<file path="src/sv/stq_pkg.sv">
package stq_pkg;

	// Operation codes
	localparam logic [1:0] MODE_INSERT = 2'd0;
	localparam logic [1:0] MODE_TICK   = 2'd1;
	localparam logic [1:0] MODE_REMOVE = 2'd2;
	localparam logic [1:0] MODE_POP    = 2'd3;

	// Result status codes
	localparam logic [2:0] ST_OK       = 3'd0;
	localparam logic [2:0] ST_DUP      = 3'd1;
	localparam logic [2:0] ST_FULL     = 3'd2;
	localparam logic [2:0] ST_NOTFOUND = 3'd3;
	localparam logic [2:0] ST_EXPIRED  = 3'd4;
	localparam logic [2:0] ST_NONE     = 3'd5;
	localparam logic [2:0] ST_ZERO     = 3'd6;

	typedef struct packed {
		logic [1:0]  mode;
		logic [7:0]  thread_id;
		logic [7:0]  semaphore_id;
		logic [15:0] timeout;
	} req_t;

	typedef struct packed {
		logic [2:0] status;
		logic [7:0] out_thread;
		logic [7:0] out_semaphore;
		logic [4:0] entry_count;
		logic       last;
	} rsp_t;

endpackage

</file>
<file path="src/sv/sorted_timeout_queue.sv">
// Insert and remove scan the list from the head, reading and checking each entry; an insert
// then shifts the later entries up one slot and writes its own, a remove shifts them down. Pop
// takes the head and tick takes the expired entries from the head. A stalled receiver holds
// the results back. One transaction at a time: the next request is taken the cycle after the
// final result of the last one. Reset (arst_n low) empties the queue and clears the tick
// counter; RAM is left as is.
module sorted_timeout_queue #(
	parameter int CAPACITY  = 16,
	parameter int ID_BITS   = 8,
	parameter int TIME_BITS = 16
) (
	input  logic          clk,
	input  logic          arst_n,
	input  logic          req_valid,
	output logic          req_stall,
	input  stq_pkg::req_t req,
	output logic          rsp_valid,
	input  logic          rsp_stall,
	output stq_pkg::rsp_t rsp
);

	import stq_pkg::*;

	localparam int IW = $clog2(CAPACITY);
	localparam int CW = $clog2(CAPACITY + 1);

	// Entries hold an absolute deadline; remaining time is deadline minus the
	// tick counter, so a tick never has to touch the stored entries.
	typedef struct packed {
		logic [ID_BITS-1:0]   thread;
		logic [ID_BITS-1:0]   sema;
		logic [TIME_BITS-1:0] deadline;
	} entry_t;

	localparam int EW = $bits(entry_t);

	typedef enum logic [3:0] {
		S_IDLE,
		S_SCAN_RD,
		S_SCAN_CK,
		S_INS,
		S_SHU_RD,
		S_SHU_WR,
		S_INS_WR,
		S_SHD_RD,
		S_SHD_WR,
		S_POP_RD,
		S_POP_CK,
		S_T_RD,
		S_T_CK,
		S_RESP
	} state_t;

	state_t               state_q;
	logic [1:0]           mode_q;
	logic [ID_BITS-1:0]   thread_q;
	logic [ID_BITS-1:0]   sema_q;
	logic [TIME_BITS-1:0] time_q;
	logic [TIME_BITS-1:0] now_q;
	logic [IW-1:0]        head_q;
	logic [CW-1:0]        occ_q;
	logic [CW-1:0]        idx_q;
	logic [CW-1:0]        pos_q;
	logic                 pos_set_q;
	logic                 found_q;
	logic                 pend_q;
	logic [2:0]           status_q;
	logic [ID_BITS-1:0]   ent_thread_q;
	logic [ID_BITS-1:0]   ent_sema_q;
	logic                 rsp_valid_q;
	rsp_t                 rsp_q;

	logic [CW-1:0]        rd_pos;
	logic [CW-1:0]        wr_pos;
	logic [IW-1:0]        rd_addr;
	logic [IW-1:0]        wr_addr;
	logic                 wr_en;
	entry_t               wr_data;
	entry_t               rd_data;
	logic [EW-1:0]        rd_raw;
	logic [TIME_BITS-1:0] rd_rem;
	logic                 rd_match;
	logic                 rd_expired;
	logic                 can_emit;
	logic                 rsp_load;
	logic                 req_acc;

	// Map a list position to its slot in the circular buffer.
	function automatic logic [IW-1:0] phys(input logic [IW-1:0] h, input logic [CW-1:0] p);
		logic [CW:0] s;
		s = (CW+1)'(h) + (CW+1)'(p);
		if (s >= (CW+1)'(CAPACITY)) begin
			s = s - (CW+1)'(CAPACITY);
		end
		return s[IW-1:0];
	endfunction

	function automatic logic [ID_BITS-1:0] id_in(input logic [7:0] x);
		logic [ID_BITS+7:0] t;
		t = {{ID_BITS{1'b0}}, x};
		return t[ID_BITS-1:0];
	endfunction

	function automatic logic [7:0] id_out(input logic [ID_BITS-1:0] x);
		logic [ID_BITS+7:0] t;
		t = {8'b0, x};
		return t[7:0];
	endfunction

	function automatic logic [TIME_BITS-1:0] time_in(input logic [15:0] x);
		logic [TIME_BITS+15:0] t;
		t = {{TIME_BITS{1'b0}}, x};
		return t[TIME_BITS-1:0];
	endfunction

	function automatic logic [4:0] cnt_out(input logic [CW-1:0] x);
		logic [CW+4:0] t;
		t = {5'b0, x};
		return t[4:0];
	endfunction

	stq_ram #(
		.WIDTH (EW),
		.DEPTH (CAPACITY)
	) u_ram (
		.clk     (clk),
		.wr_en   (wr_en),
		.wr_addr (wr_addr),
		.wr_data (wr_data),
		.rd_addr (rd_addr),
		.rd_data (rd_raw)
	);

	assign rd_data    = rd_raw;
	assign rd_rem     = rd_data.deadline - now_q;
	assign rd_match   = (rd_data.thread == thread_q);
	assign rd_expired = (rd_data.deadline == now_q);
	assign can_emit   = !rsp_valid_q || !rsp_stall;
	// a new result enters the output register this cycle
	assign rsp_load   = can_emit && ((state_q == S_RESP) ||
		((state_q == S_T_CK) && rd_expired && pend_q));
	assign req_stall  = (state_q != S_IDLE);
	assign req_acc    = req_valid && !req_stall;
	assign rsp_valid  = rsp_valid_q;
	assign rsp        = rsp_q;
	assign rd_addr    = phys(head_q, rd_pos);
	assign wr_addr    = phys(head_q, wr_pos);

	// RAM port control: shift up reads the slot below and writes it one up,
	// shift down reads the slot above and writes it one down.
	always_comb begin
		rd_pos  = idx_q;
		wr_pos  = idx_q;
		wr_en   = 1'b0;
		wr_data = rd_data;
		case (state_q)
			S_SHU_RD: begin
				rd_pos = idx_q - 1'b1;
			end
			S_SHU_WR: begin
				rd_pos = idx_q - 1'b1;
				wr_en  = 1'b1;
			end
			S_INS_WR: begin
				wr_en   = 1'b1;
				wr_pos  = pos_q;
				wr_data = '{thread: thread_q, sema: sema_q, deadline: now_q + time_q};
			end
			S_SHD_RD: begin
				rd_pos = idx_q + 1'b1;
			end
			S_SHD_WR: begin
				rd_pos = idx_q + 1'b1;
				wr_en  = 1'b1;
			end
			S_POP_RD, S_POP_CK, S_T_RD, S_T_CK: begin
				rd_pos = '0;
			end
			default: begin
				rd_pos = idx_q;
			end
		endcase
	end

	always_ff @(posedge clk or negedge arst_n) begin
		if (!arst_n) begin
			state_q      <= S_IDLE;
			mode_q       <= MODE_INSERT;
			thread_q     <= '0;
			sema_q       <= '0;
			time_q       <= '0;
			now_q        <= '0;
			head_q       <= '0;
			occ_q        <= '0;
			idx_q        <= '0;
			pos_q        <= '0;
			pos_set_q    <= 1'b0;
			found_q      <= 1'b0;
			pend_q       <= 1'b0;
			status_q     <= ST_OK;
			ent_thread_q <= '0;
			ent_sema_q   <= '0;
			rsp_valid_q  <= 1'b0;
			rsp_q        <= '0;
		end else begin
			// drop the result once the receiver takes it, unless a new one replaces it
			if (rsp_valid_q && !rsp_stall && !rsp_load) begin
				rsp_valid_q <= 1'b0;
			end
			case (state_q)
				S_IDLE: begin
					if (req_acc) begin
						mode_q       <= req.mode;
						thread_q     <= id_in(req.thread_id);
						sema_q       <= id_in(req.semaphore_id);
						time_q       <= time_in(req.timeout);
						idx_q        <= '0;
						pos_q        <= occ_q;
						pos_set_q    <= 1'b0;
						found_q      <= 1'b0;
						pend_q       <= 1'b0;
						ent_thread_q <= '0;
						ent_sema_q   <= '0;
						case (req.mode)
							MODE_INSERT: begin
								state_q <= (occ_q == '0) ? S_INS : S_SCAN_RD;
							end
							MODE_REMOVE: begin
								if (occ_q == '0) begin
									status_q <= ST_NOTFOUND;
									state_q  <= S_RESP;
								end else begin
									state_q <= S_SCAN_RD;
								end
							end
							MODE_TICK: begin
								now_q <= now_q + 1'b1;
								if (occ_q == '0) begin
									status_q <= ST_NONE;
									state_q  <= S_RESP;
								end else begin
									state_q <= S_T_RD;
								end
							end
							default: begin
								if (occ_q == '0) begin
									status_q <= ST_NOTFOUND;
									state_q  <= S_RESP;
								end else begin
									state_q <= S_POP_RD;
								end
							end
						endcase
					end
				end
				S_SCAN_RD: begin
					state_q <= S_SCAN_CK;
				end
				S_SCAN_CK: begin
					// first entry with more time left marks the insert point
					if (!pos_set_q && rd_rem > time_q) begin
						pos_q     <= idx_q;
						pos_set_q <= 1'b1;
					end
					if (rd_match) begin
						found_q <= 1'b1;
						if (mode_q == MODE_REMOVE) begin
							ent_thread_q <= rd_data.thread;
							ent_sema_q   <= rd_data.sema;
							if (idx_q + 1'b1 == occ_q) begin
								occ_q    <= occ_q - 1'b1;
								status_q <= ST_OK;
								state_q  <= S_RESP;
							end else begin
								state_q <= S_SHD_RD;
							end
						end else begin
							state_q <= S_INS;
						end
					end else if (idx_q + 1'b1 == occ_q) begin
						if (mode_q == MODE_REMOVE) begin
							status_q <= ST_NOTFOUND;
							state_q  <= S_RESP;
						end else begin
							state_q <= S_INS;
						end
					end else begin
						idx_q   <= idx_q + 1'b1;
						state_q <= S_SCAN_RD;
					end
				end
				S_INS: begin
					// duplicate beats full, full beats zero timeout
					if (found_q) begin
						status_q <= ST_DUP;
						state_q  <= S_RESP;
					end else if (occ_q >= CW'(CAPACITY)) begin
						status_q <= ST_FULL;
						state_q  <= S_RESP;
					end else if (time_q == '0) begin
						status_q <= ST_ZERO;
						state_q  <= S_RESP;
					end else begin
						idx_q   <= occ_q;
						state_q <= (occ_q == pos_q) ? S_INS_WR : S_SHU_RD;
					end
				end
				S_SHU_RD: begin
					state_q <= S_SHU_WR;
				end
				S_SHU_WR: begin
					idx_q   <= idx_q - 1'b1;
					state_q <= (idx_q - 1'b1 == pos_q) ? S_INS_WR : S_SHU_RD;
				end
				S_INS_WR: begin
					occ_q    <= occ_q + 1'b1;
					status_q <= ST_OK;
					state_q  <= S_RESP;
				end
				S_SHD_RD: begin
					state_q <= S_SHD_WR;
				end
				S_SHD_WR: begin
					idx_q <= idx_q + 1'b1;
					if (idx_q + 2'd2 == occ_q) begin
						occ_q    <= occ_q - 1'b1;
						status_q <= ST_OK;
						state_q  <= S_RESP;
					end else begin
						state_q <= S_SHD_RD;
					end
				end
				S_POP_RD: begin
					state_q <= S_POP_CK;
				end
				S_POP_CK: begin
					ent_thread_q <= rd_data.thread;
					ent_sema_q   <= rd_data.sema;
					head_q       <= phys(head_q, CW'(1));
					occ_q        <= occ_q - 1'b1;
					status_q     <= ST_OK;
					state_q      <= S_RESP;
				end
				S_T_RD: begin
					state_q <= S_T_CK;
				end
				S_T_CK: begin
					// hold one expired entry back until we know whether it is the last
					if (rd_expired) begin
						if (!pend_q || can_emit) begin
							if (pend_q) begin
								rsp_valid_q <= 1'b1;
								rsp_q       <= '{status: ST_EXPIRED,
									out_thread: id_out(ent_thread_q),
									out_semaphore: id_out(ent_sema_q),
									entry_count: cnt_out(occ_q), last: 1'b0};
							end
							pend_q       <= 1'b1;
							ent_thread_q <= rd_data.thread;
							ent_sema_q   <= rd_data.sema;
							head_q       <= phys(head_q, CW'(1));
							occ_q        <= occ_q - 1'b1;
							if (occ_q == CW'(1)) begin
								status_q <= ST_EXPIRED;
								state_q  <= S_RESP;
							end else begin
								state_q <= S_T_RD;
							end
						end
					end else begin
						status_q <= pend_q ? ST_EXPIRED : ST_NONE;
						state_q  <= S_RESP;
					end
				end
				S_RESP: begin
					if (can_emit) begin
						rsp_valid_q <= 1'b1;
						rsp_q       <= '{status: status_q,
							out_thread: id_out(ent_thread_q),
							out_semaphore: id_out(ent_sema_q),
							entry_count: cnt_out(occ_q), last: 1'b1};
						state_q     <= S_IDLE;
					end
				end
				default: begin
					state_q <= S_IDLE;
				end
			endcase
		end
	end

	ap_occ_bound: assert property (@(posedge clk) disable iff (!arst_n)
		occ_q <= CW'(CAPACITY))
		else $error("entry count above capacity");

	ap_occ_step: assert property (@(posedge clk) disable iff (!arst_n)
		(occ_q != $past(occ_q)) |->
		((occ_q == $past(occ_q) + 1'b1) || (occ_q + 1'b1 == $past(occ_q))))
		else $error("entry count moved by more than one");

	ap_ins_room: assert property (@(posedge clk) disable iff (!arst_n)
		(state_q == S_INS_WR) |-> (occ_q < CW'(CAPACITY)))
		else $error("insert write with a full table");

	ap_tick_nonempty: assert property (@(posedge clk) disable iff (!arst_n)
		(state_q == S_T_CK) |-> (occ_q != '0))
		else $error("expiry check on an empty list");

	ap_not_last: assert property (@(posedge clk) disable iff (!arst_n)
		(rsp_valid_q && !rsp_q.last) |-> (rsp_q.status == ST_EXPIRED))
		else $error("non-final result that is not an expiry");

endmodule

</file>
<file path="src/sv/stq_ram.sv">
module stq_ram #(
	parameter int WIDTH = 32,
	parameter int DEPTH = 16
) (
	input  logic                     clk,
	input  logic                     wr_en,
	input  logic [$clog2(DEPTH)-1:0] wr_addr,
	input  logic [WIDTH-1:0]         wr_data,
	input  logic [$clog2(DEPTH)-1:0] rd_addr,
	output logic [WIDTH-1:0]         rd_data
);

	logic [WIDTH-1:0] mem_q [DEPTH];

	always_ff @(posedge clk) begin
		if (wr_en) begin
			mem_q[wr_addr] <= wr_data;
		end
		rd_data <= mem_q[rd_addr];
	end

endmodule

</file>
<file path="config.mk">
export PLATFORM = sky130hd
export DESIGN_NAME = sorted_timeout_queue
export DESIGN_NICKNAME = d
export VERILOG_FILES = /design/src/sv/stq_pkg.sv /design/src/sv/sorted_timeout_queue.sv /design/src/sv/stq_ram.sv
export SDC_FILE = /design/constraint.sdc
export NUM_CORES = 1
export LEC_CHECK = 0
export ABC_AREA = 0
export BUFFER_PORTS_ARGS = -buffer_cell sky130_fd_sc_hd__buf_2
export CAP_MARGIN = 10
export CORE_MARGIN = 2
export CORE_UTILIZATION = 56
export CTS_BUF_LIST = sky130_fd_sc_hd__clkbuf_4
export DETAILED_ROUTE_END_ITERATION = 8
export GPL_TIMING_DRIVEN = 0
export PLACE_DENSITY = 0.69
export SETUP_SLACK_MARGIN = 0.1
export SLEW_MARGIN = 15
export SYNTH_ARGS = -nofsm -noshare
export SYNTH_HDL_FRONTEND = slang
export SYNTH_SLANG_ARGS = --single-unit
</file>
<file path="constraint.sdc">
create_clock -name clk -period 11.07 [get_ports clk]
set_input_delay 1.6605 -clock clk [delete_from_list [all_inputs] [get_ports clk]]
set_output_delay 1.6605 -clock clk [all_outputs]
set_load 0.005 [all_outputs]
</file>
==> reports/qor.yml <==
outcome: "finished clean"
antenna_left: 0
ys.flop_type: "edfxtp_1"
rr_endpoint: "u_ram.rd_data[30]"
drc: 0
ctsHoldBuffers: 0
grt_usage_pct: 27.0
yosys-top-cells-area: "edfxtp_1 (54%), mux4_2 (13%), dfrtp_1 (11%), ha_1 (2.7%), mux2_2 (2.5%)"
r2r_start: "state_q[3]"
synth.net_count: 1846
yosys-mux-area-fraction_pct: 15.2
max_freq_ghz: 0.198
synth-xor-area-share_pct: 2.54
dp.cells: 2507
cts_buffers: 167
initial_core_util_pct: 56.8
synth_top_area_share_pct: 53.9
cp_cell_sequence: "buf_2 -> clkbuf_1 -> clkbuf_1 -> o21ai_0 -> nand3_1 -> o21ai_0 -> ha_1 -> fa_1 -> clkbuf_1 -> clkbuf_1 -> mux4_2 -> mux4_2"
synthDistinctLibCells: 72
dieWidth_microns: 230
synth_compound_area_share_pct: 4.78
io_pins: 65
ys_async_sr_fraction_pct: 18.2
netlist_area_sq_um: 28500
drv_cap: 0
overflow: 0
clk_pin_slew_ps: 60
grt_pass1_wl_microns: 104000
path_depth: 12
grt_pass1_vias: 17346
reg2regPathDepth: 12
post-dp-hpwl_microns: 45400
endpoint_kind: "flip-flop"
arrival_ps: 5870
required_ps: 11890
cp_top_family: "buffers and inverters"
yosysWarnings: 0
drt_pass1_iterations: 6
crit_top_cell: "clkbuf_1"
worst_slew_pin_slew_ps: 1240
antenna_found_initial: 3
first_iter_violations: 1880
io_buffers: 64
cts-htree-levels: 4
critPathLaunch: "state_q[3]"
startpoint_type: "flip-flop"
dieArea_sq_um: 52800
cp_num_buf_inv: 5
synth_edf_count: 512
hold_viol_final: 0
wl_per_cell_microns: 24.6
cts_root_buf: "clkbuf_4"
finalSetupViolCount: 0
post_synth_fa_ha_maj_area_fraction_pct: 3.00
post_cts_buffers: 0
rsz0062_at_grt: "no"
synthToLayoutAreaGrowth_pct: 14.0
synthCells: 1742
cts_tree: "built"
max-slew-margin-rel_pct: 17.6
yosysTopAreaCell: "edfxtp_1"
wl_microns: 69300
cts_resized: 0
min_period_ps: 5050
period_share_pct: 45.6
stdcell_count: 2817
finalMaxSlewViolations: 0
routed_via_density: 6.03
reg2reg_setup_slack_ps: 6020
min-delay-path-class: "flip-flop to flip-flop"
clockBufferDepth: 3
timing.setup.tns_ps: 0
endpoint: "u_ram.rd_data[30]"
cp_max_fo: 10
grt_max_degree: 65
cp_slowest_stage_delay_ps: 780
core_sq_um: 50300
die_h_microns: 230
nets: 2108
cp_slowest_cell: "clkbuf_1"
rows: 82
setup.worst_path.class: "flip-flop to flip-flop"
synth.avg_cell_area_sq_um: 16.4
clock-sinks: 665
drive_above_1_share_pct: 29.4
yosysSeqAreaShare_pct: 66.7
clock_latency_ps: 1020
finClkSkew_ps: 77.6
synth_top_family_by_area: "multiplexers"
synth-simple-area-share_pct: 5.68
gp_congestion: 0.951
synth_seq_cells: 665
routed-via-count: 16987
==> cell families after synthesis <==
family,Yosys count
AO/OA/AOI/OAI,217
XOR/XNOR,82
adder cells (fa/ha/maj),66
buffers and inverters,142
flip-flops,665
multiplexers,226
AND/OR/NAND/NOR,344
==> cell type report <==
class	instances	area [sq um]
sequential	665	19000
fill	3614	17700
multi-input combinational	935	9040
clock buffer	250	1880
timing repair buffer	93	853
tap	672	841
buffer	74	338
clock inverter	54	294
inverter	68	255
antenna	6	15.0
==> worst register-to-register path: stages (launching register included) <==
cell and delay [ps]:
dfrtp_1 350, buf_2 240, clkbuf_1 370, clkbuf_1 420, o21ai_0 170, nand3_1 100, o21ai_0 110, ha_1 250
fa_1 580, clkbuf_1 640, clkbuf_1 780, mux4_2 410, mux4_2 490
==> through the flow <==
step           hold slack [ps]  setup WS (ps)  cell area, sq um  util, %
5_1_grt                    495           5780             32600     64.8
2_1_floorplan              448           6670             28500        -
3_5_place_dp               462           6050             30400     60.4
3_3_place_gp               456           4090             29700     59.1
6_report                   470           6020             32600     64.8
4_1_cts                    476           6030             32500     64.7
==> metal layers <==
| metal | vias up | GRT usage [%] | part of all wire, % |
|---|---|---|---|
| li1 | 7443 | - | - |
| met1 | 8621 | 37.6 | 41 |
| met2 | 774 | 41.4 | 47 |
| met3 | 149 | 6.52 | 8.4 |
| met4 | 0 | 11.5 | 3.2 |
| met5 | - | 0 | 0 |
==> synth_stat cells (3+ instances only) <==
master	n
edfxtp_1	512
mux4_2	159
nand2_1	127
dfrtp_1	121
o21ai_0	78
nor2_1	71
inv_1	68
mux2_2	64
ha_1	62
clkbuf_1	57
a21oi_1	47
nand3_1	42
xnor2_1	42
xor2_1	39
dfxtp_1	32
nor3_1	19
nand4_1	13
nor4_1	11
o21a_1	11
nand2b_1	10
a21o_1	9
and3_1	9
nor2b_1	9
buf_2	8
or3_1	8
a211oi_1	7
o21bai_1	7
o22ai_1	7
a221oi_1	5
a31oi_1	5
and2_1	5
buf_6	5
fa_1	4
o211ai_1	4
o31a_1	4
o41ai_1	4
buf_4	3
nor4b_1	3
o21ai_1	3
o31ai_1	3
or4_1	3
==> cell usage in the layout, fill, tap and decap left out, types with 10 or more instances in the layout <==
| cell | n |
|---|---|
| clkbuf_4 | 250 |
| edfxtp_1 | 512 |
| nor2_4 | 16 |
| mux2_2 | 64 |
| inv_1 | 68 |
| mux4_2 | 159 |
| ha_1 | 62 |
| xnor2_1 | 42 |
| nor2_1 | 55 |
| o21a_1 | 11 |
| nor3_1 | 19 |
| buf_2 | 71 |
| nor4_1 | 11 |
| o21ai_1 | 15 |
| dfrtp_1 | 121 |
| o21ai_0 | 66 |
| nand3_1 | 42 |
| clkinv_1 | 39 |
| buf_4 | 12 |
| a21oi_1 | 47 |
| clkbuf_1 | 56 |
| xor2_1 | 39 |
| nand2_1 | 127 |
| nand2b_1 | 10 |
| buf_12 | 10 |
| nand4_1 | 13 |
| dfxtp_1 | 32 |
==> registers in the layout, indices dropped and copies added (netlist names), 2 cells and up <==
register	cells
pos_q	5
sema_q	8
u_ram.rd_data	32
occ_q	5
status_q	3
mode_q	2
idx_q	5
time_q	16
now_q	16
head_q	4
rsp	25
ent_sema_q	8
state_q	4
ent_thread_q	8
thread_q	8
u_ram.mem_q	512
==> worst min path at each step <==
stage                     slack (ps)      start         to  cells past startpoint
after floorplan                  450  pos_set_q  pos_set_q                      2
after global placement           460     rsp[0]     rsp[0]                      1
after detailed placement         460     rsp[0]     rsp[0]                      1
after CTS                        480     rsp[0]     rsp[0]                      1
after global routing             490     rsp[0]     rsp[0]                      1
final                            470     rsp[0]     rsp[0]                      1
Power is not shown: default switching activity piles up to over one toggle a cycle in this logic, so the estimate is an artifact.
